<file path="src/swa_pkg.sv">
// shared constants and control types for the sliding window average block
// no dependencies
package swa_pkg;

  localparam int unsigned MAX_WINDOW  = 1024;
  localparam int unsigned SAMPLE_BITS = 32;

  typedef struct packed {
    logic accept;
    logic update;
    logic div_start;
    logic load_out;
  } swa_cmd_t;

  typedef struct packed {
    logic div_done;
    logic out_room;
  } swa_status_t;

endpackage

</file>
<file path="src/swa_ctrl.sv">
// sequencing state machine: accept, update, divide, deliver
// depends on swa_pkg
module swa_ctrl (
  input  logic                 clk,
  input  logic                 rst,
  input  logic                 in_valid,
  output logic                 in_ready,
  input  swa_pkg::swa_status_t status,
  output swa_pkg::swa_cmd_t    cmd
);

  typedef enum logic [2:0] {
    IDLE,
    UPDATE,
    DIV_START,
    DIV_WAIT,
    DELIVER
  } state_t;

  state_t state;

  always_ff @(posedge clk) begin
    if (rst) begin
      state    <= IDLE;
      in_ready <= 1'b1;
    end else begin
      unique case (state)
        IDLE: begin
          if (in_valid) begin
            state    <= UPDATE;
            in_ready <= 1'b0;
          end
        end
        UPDATE: begin
          state <= DIV_START;
        end
        DIV_START: begin
          state <= DIV_WAIT;
        end
        DIV_WAIT: begin
          if (status.div_done) begin
            state <= DELIVER;
          end
        end
        DELIVER: begin
          if (status.out_room) begin
            state    <= IDLE;
            in_ready <= 1'b1;
          end
        end
        default: begin
          state    <= IDLE;
          in_ready <= 1'b1;
        end
      endcase
    end
  end

  always_comb begin
    cmd.accept    = in_valid && in_ready;
    cmd.update    = state == UPDATE;
    cmd.div_start = state == DIV_START;
    cmd.load_out  = state == DELIVER && status.out_room;
  end

  assert property (@(posedge clk) disable iff (rst) in_ready |-> state == IDLE)
    else $error("input ready outside idle");

endmodule

</file>
<file path="config.mk">
export PLATFORM = sky130hd
export DESIGN_NAME = swa_ctrl
export DESIGN_NICKNAME = d
export VERILOG_FILES = /design/src/swa_pkg.sv /design/src/swa_ctrl.sv
export SDC_FILE = /design/constraint.sdc
export NUM_CORES = 1
export LEC_CHECK = 0
export BUFFER_PORTS_ARGS = -buffer_cell sky130_fd_sc_hd__clkbuf_2
export CORE_AREA = 5 5 42 44
export DETAILED_ROUTE_END_ITERATION = 7
export DIE_AREA = 0 0 47 49
export GPL_ROUTABILITY_DRIVEN = 0
export PLACE_DENSITY = 0.36
export SKIP_LAST_GASP = 1
export SYNTH_ARGS = -nofsm -noshare
export SYNTH_HDL_FRONTEND = slang
export SYNTH_SLANG_ARGS = --single-unit
</file>
<file path="constraint.sdc">
create_clock -name clk -period 1.4 [get_ports clk]
set_input_delay 0.07 -clock clk [delete_from_list [all_inputs] [get_ports clk]]
set_output_delay 0.07 -clock clk [all_outputs]
set_load 0.02 [all_outputs]
</file>
-- Word level (Yosys, flattened, before mapping)
Cells that the tools add are included.
- bits of input ports: 5
- logic and storage cells: 23
- register bits after elaboration: 4
- output and inout port bits: 5
- equality and inequality tests: 7
- bitwise operators: 1
- multiplexer cells: 7
- reduce and logical (&&, ||, !) cells: 6
- operators by type and width (cell ; count):
    case mux 3 bit (5 select lines) ; 1
    2-to-1 mux 3 bit ; 3
    == test 3 x 2 -> 1 bit, second input constant ; 2
    inequality test 2 bit, second input constant ; 3
    AND reduction 3 bit ; 2
    == test 3 x 1 -> 1 bit, second input constant ; 1
    == test 3 bit, second input constant ; 1
    zero test 3 bit ; 1
    case mux 1 bit (3 select lines) ; 1
    OR reduction 3 bit ; 1
    logical AND 1 bit ; 2
    2-to-1 mux 1 bit ; 2
    NOT 1 bit ; 1

-- Logic depth before layout (Yosys ltp)
- depth after elaboration: 4
- depth in mapped cells: 3
- depth with buffers taken out: 2

-- Least setup slack after synthesis
No wires, ideal clock.
- path type: reg2reg
- from: reg state[0]
- to: reg state[2]
- clock period less this slack: 1086 ps
- data required time: 1330 ps
- buffers on the path: 1
- library setup time: 70 ps
- slack: 314 ps
- stages on the path, launching flop included: 4
- arrival: 1016 ps
- cell sequence: dfxtp_1 -> buf_6 -> or4b_1 -> a21oi_1
- longest elaborated chain between the ends: 3
- elaborated cells between the ends (all ways): 10
- classes of those cells: eq/ne: 7; mux: 1; reduce/logical: 2
- ends and longest elaborated chain (element ; line ; RTL):
    start: declaration ; swa_ctrl.sv:20 ; state_t state;
    start signal: assignment ; swa_ctrl.sv:24 ; state <= IDLE;
    start signal: assignment ; swa_ctrl.sv:30 ; state <= UPDATE;
    start signal: assignment ; swa_ctrl.sv:35 ; state <= DIV_START;
    == test 3 x 2 -> 1 bit, or another cell as far along ; swa_ctrl.sv:27 ; unique case (state)
    inequality test 2 bit (no source line) ; - ;
    AND reduction 3 bit (no source line) ; - ;
Parallel ways exist; a longest one is shown, timed or not.
A chain may end at the register's enable or synchronous reset.

==> metrics.txt <==
Post-Synthesis Cells=25; setup TNS=0 ps; Seq pwr share=40.2%; WP data arrival=roughly 1200 ps; Initial Util=between 10% and 20%; slew margin rel.=between 80% and 90%; sequential area share after synthesis=35.4%; Setup Viol. Count Final=0; fraction of layout cells with a size suffix above 1=35.3%; Synth-to-Final Area Change=26.5%; clk_skew=just over 0.8 ps; fillcell total=174; GRT overflow=0; Comb pwr share=18.6%; core area=between 0.001 and 0.0015 mm^2; Clock Power Share=approximately 41%; Yosys cell types=17; worst-case clock buffer depth=2; final net count=just over 40; first-pass GRT wire length=1040 um; DR vias=between 200 and 250; unrepaired setup endpoints after global routing=false; # resized after CTS=0; synthesized area=226 um^2; 1st-iter DRT viols=1; Crit. End Element=primary output; Setup WS post-layout=between 150 and 200 ps; clk sinks=4; fin crit share=slightly below 90%; Pint=approximately 250 uW; antenna cells=0; Initial DRT Pass Iterations=2; Critical Path RT=around 1300 ps; worst slew pin tran=~290 ps; Post-CTS Hold Buffers=0; row count=14; worst vdd ir=497 uV; Final Hold Viols=0; critical path class=reg -> out; setup bufs post-CTS=0; CTS tree=yes; Avg WL per Cell=about 12 um; Net Sw Frac=a little under a third; CP max FO=10; Ys Warns=0; syn avg cell area=between 9 and 10 um^2; chip width=47 um; LEAKAGE=0.127 nW; I/O Buffers=9; Post-Route Utilization=between 20 and 25%; die footprint=roughly 0.0023 mm^2; fin crit period=1220 ps; Peak Freq=a little over 800 MHz; sw power=between 100 and 150 uW; gr usage total=6.89%; clock-pin slew of the registers on the worst-case setup and hold paths=around 40 ps; PwrDens=~1300 mW/mm^2; worst skew pair latency=between 200 and 250 ps; DRC violations left=0; outcome=finished clean; hold slack=around 46 ps; pre-CTS setup slack=282 ps; Die Ht=49 um; register bit total from synthesis=4; Root Buffer=clkbuf_4; io pins=10; total wire length=586 um; vias in the first global route=around 260; Slew Viols, Final=0; startpoint types=register; initial antenna violation count=0; max cap viols=0; TritonCTS Buffers=3; H-Tree Depth=1; via-per-instance ratio=4.76; antenna-violating nets left=0; Worst Hold Class=in -> reg; largest net degree at the start of global routing=11; syn_nets=30
[worst paths after layout]
kind                    startpoint               endpoint  slack [ps]  cells past startpoint
max          state[1]$_SDFFE_PP0P_                 cmd[1]         180                      2
min                            rst  state[2]$_SDFFE_PP0P_          50                      2
max reg2reg  state[0]$_SDFFE_PP0P_  state[2]$_SDFFE_PP0P_         280                      2
min reg2reg  in_ready$_SDFFE_PP1P_  in_ready$_SDFFE_PP1P_         570                      2
[cells in the final DEF (no fill, tap or decap)]
master and n:
nor4b_1 1, inv_1 1, nor4_1 2, clkbuf_4 3, a211oi_1 1, clkbuf_2 9, nand2b_1 1, o31ai_1 1
nand4b_1 1, or4b_1 1, nor3b_1 2, and3_1 2, o21bai_1 1, and2_1 1, a21oi_1 1, nor2_1 2
dfxtp_1 4
[stage by stage]
stage / instance area [um^2] / total power [mW] / instances
after floorplan: 226 / 0.199 / 25
after global placement: 264 / 0.211 / 47
after detailed placement: 264 / 0.215 / 47
after CTS: 287 / 0.364 / 50
after global routing: 287 / 0.384 / 50
final: 287 / 0.360 / 50
[per-layer routing]
metal | global-route usage, % | vias up | routed length (um)
met1 | 5.69 | 110 | 214
met5 | 0 | - | 0
met3 | 1.48 | 5 | 34
met4 | 11.1 | 0 | 48
li1 | - | 112 | -
met2 | 9.95 | 11 | 290
[final cells by class]
| cell class | count | area [um^2] | area share [%] |
|---|---|---|---|
| Multi-Input combinational cell | 17 | 115 | 40.2 |
| Sequential cell | 4 | 80.1 | 27.9 |
| Timing Repair Buffer | 9 | 45.0 | 15.7 |
| Clock buffer | 3 | 22.5 | 7.86 |
| Tap cell | 16 | 20.0 | 6.99 |
| Inverter | 1 | 3.75 | 1.31 |
[worst max-delay path, stage by stage (launching register included)]
cell and delay (ps):
dfxtp_1 480, nor3b_1 230, clkbuf_2 200
[Yosys cell counts]
cell type	n	share of area, %
nor2_1	2	3.3
dfxtp_1	4	35
buf_6	2	9.9
a21oi_1	1	2.2
and2_1	1	2.8
and3_1	2	5.5
nand4b_1	1	3.9
or4b_1	1	4.4
a211oi_1	1	3.3
nor4_1	2	5.5
o31ai_1	1	3.3
nor4b_1	1	3.9
o21bai_1	1	3.3
nand2b_1	1	2.8
inv_1	1	1.7
buf_2	1	2.2
nor3b_1	2	6.6
[registers in the layout, summed over array words and instances, names as in the netlist]
name,cells
in_ready,1
state,3
[power by group through the flow]
stage	clock (mW)	combinational, mW	sequential [mW]
global placement	0	0.0671	0.144
floorplan	0	0.0616	0.137
finish	0.148	0.0671	0.145
CTS	0.151	0.0688	0.144
global route	0.164	0.0735	0.147
detailed placement	0	0.0688	0.146
[cells by family after synthesis]
kind of cell	Yosys count	synth area share, %
buffers and inverters	4	13.8
and+or+nand+nor	13	38.7
DFF	4	35.4
AOI/OAI and AO/OA	4	12.2
No activity file was read; power rests on OpenSTA's default activity.
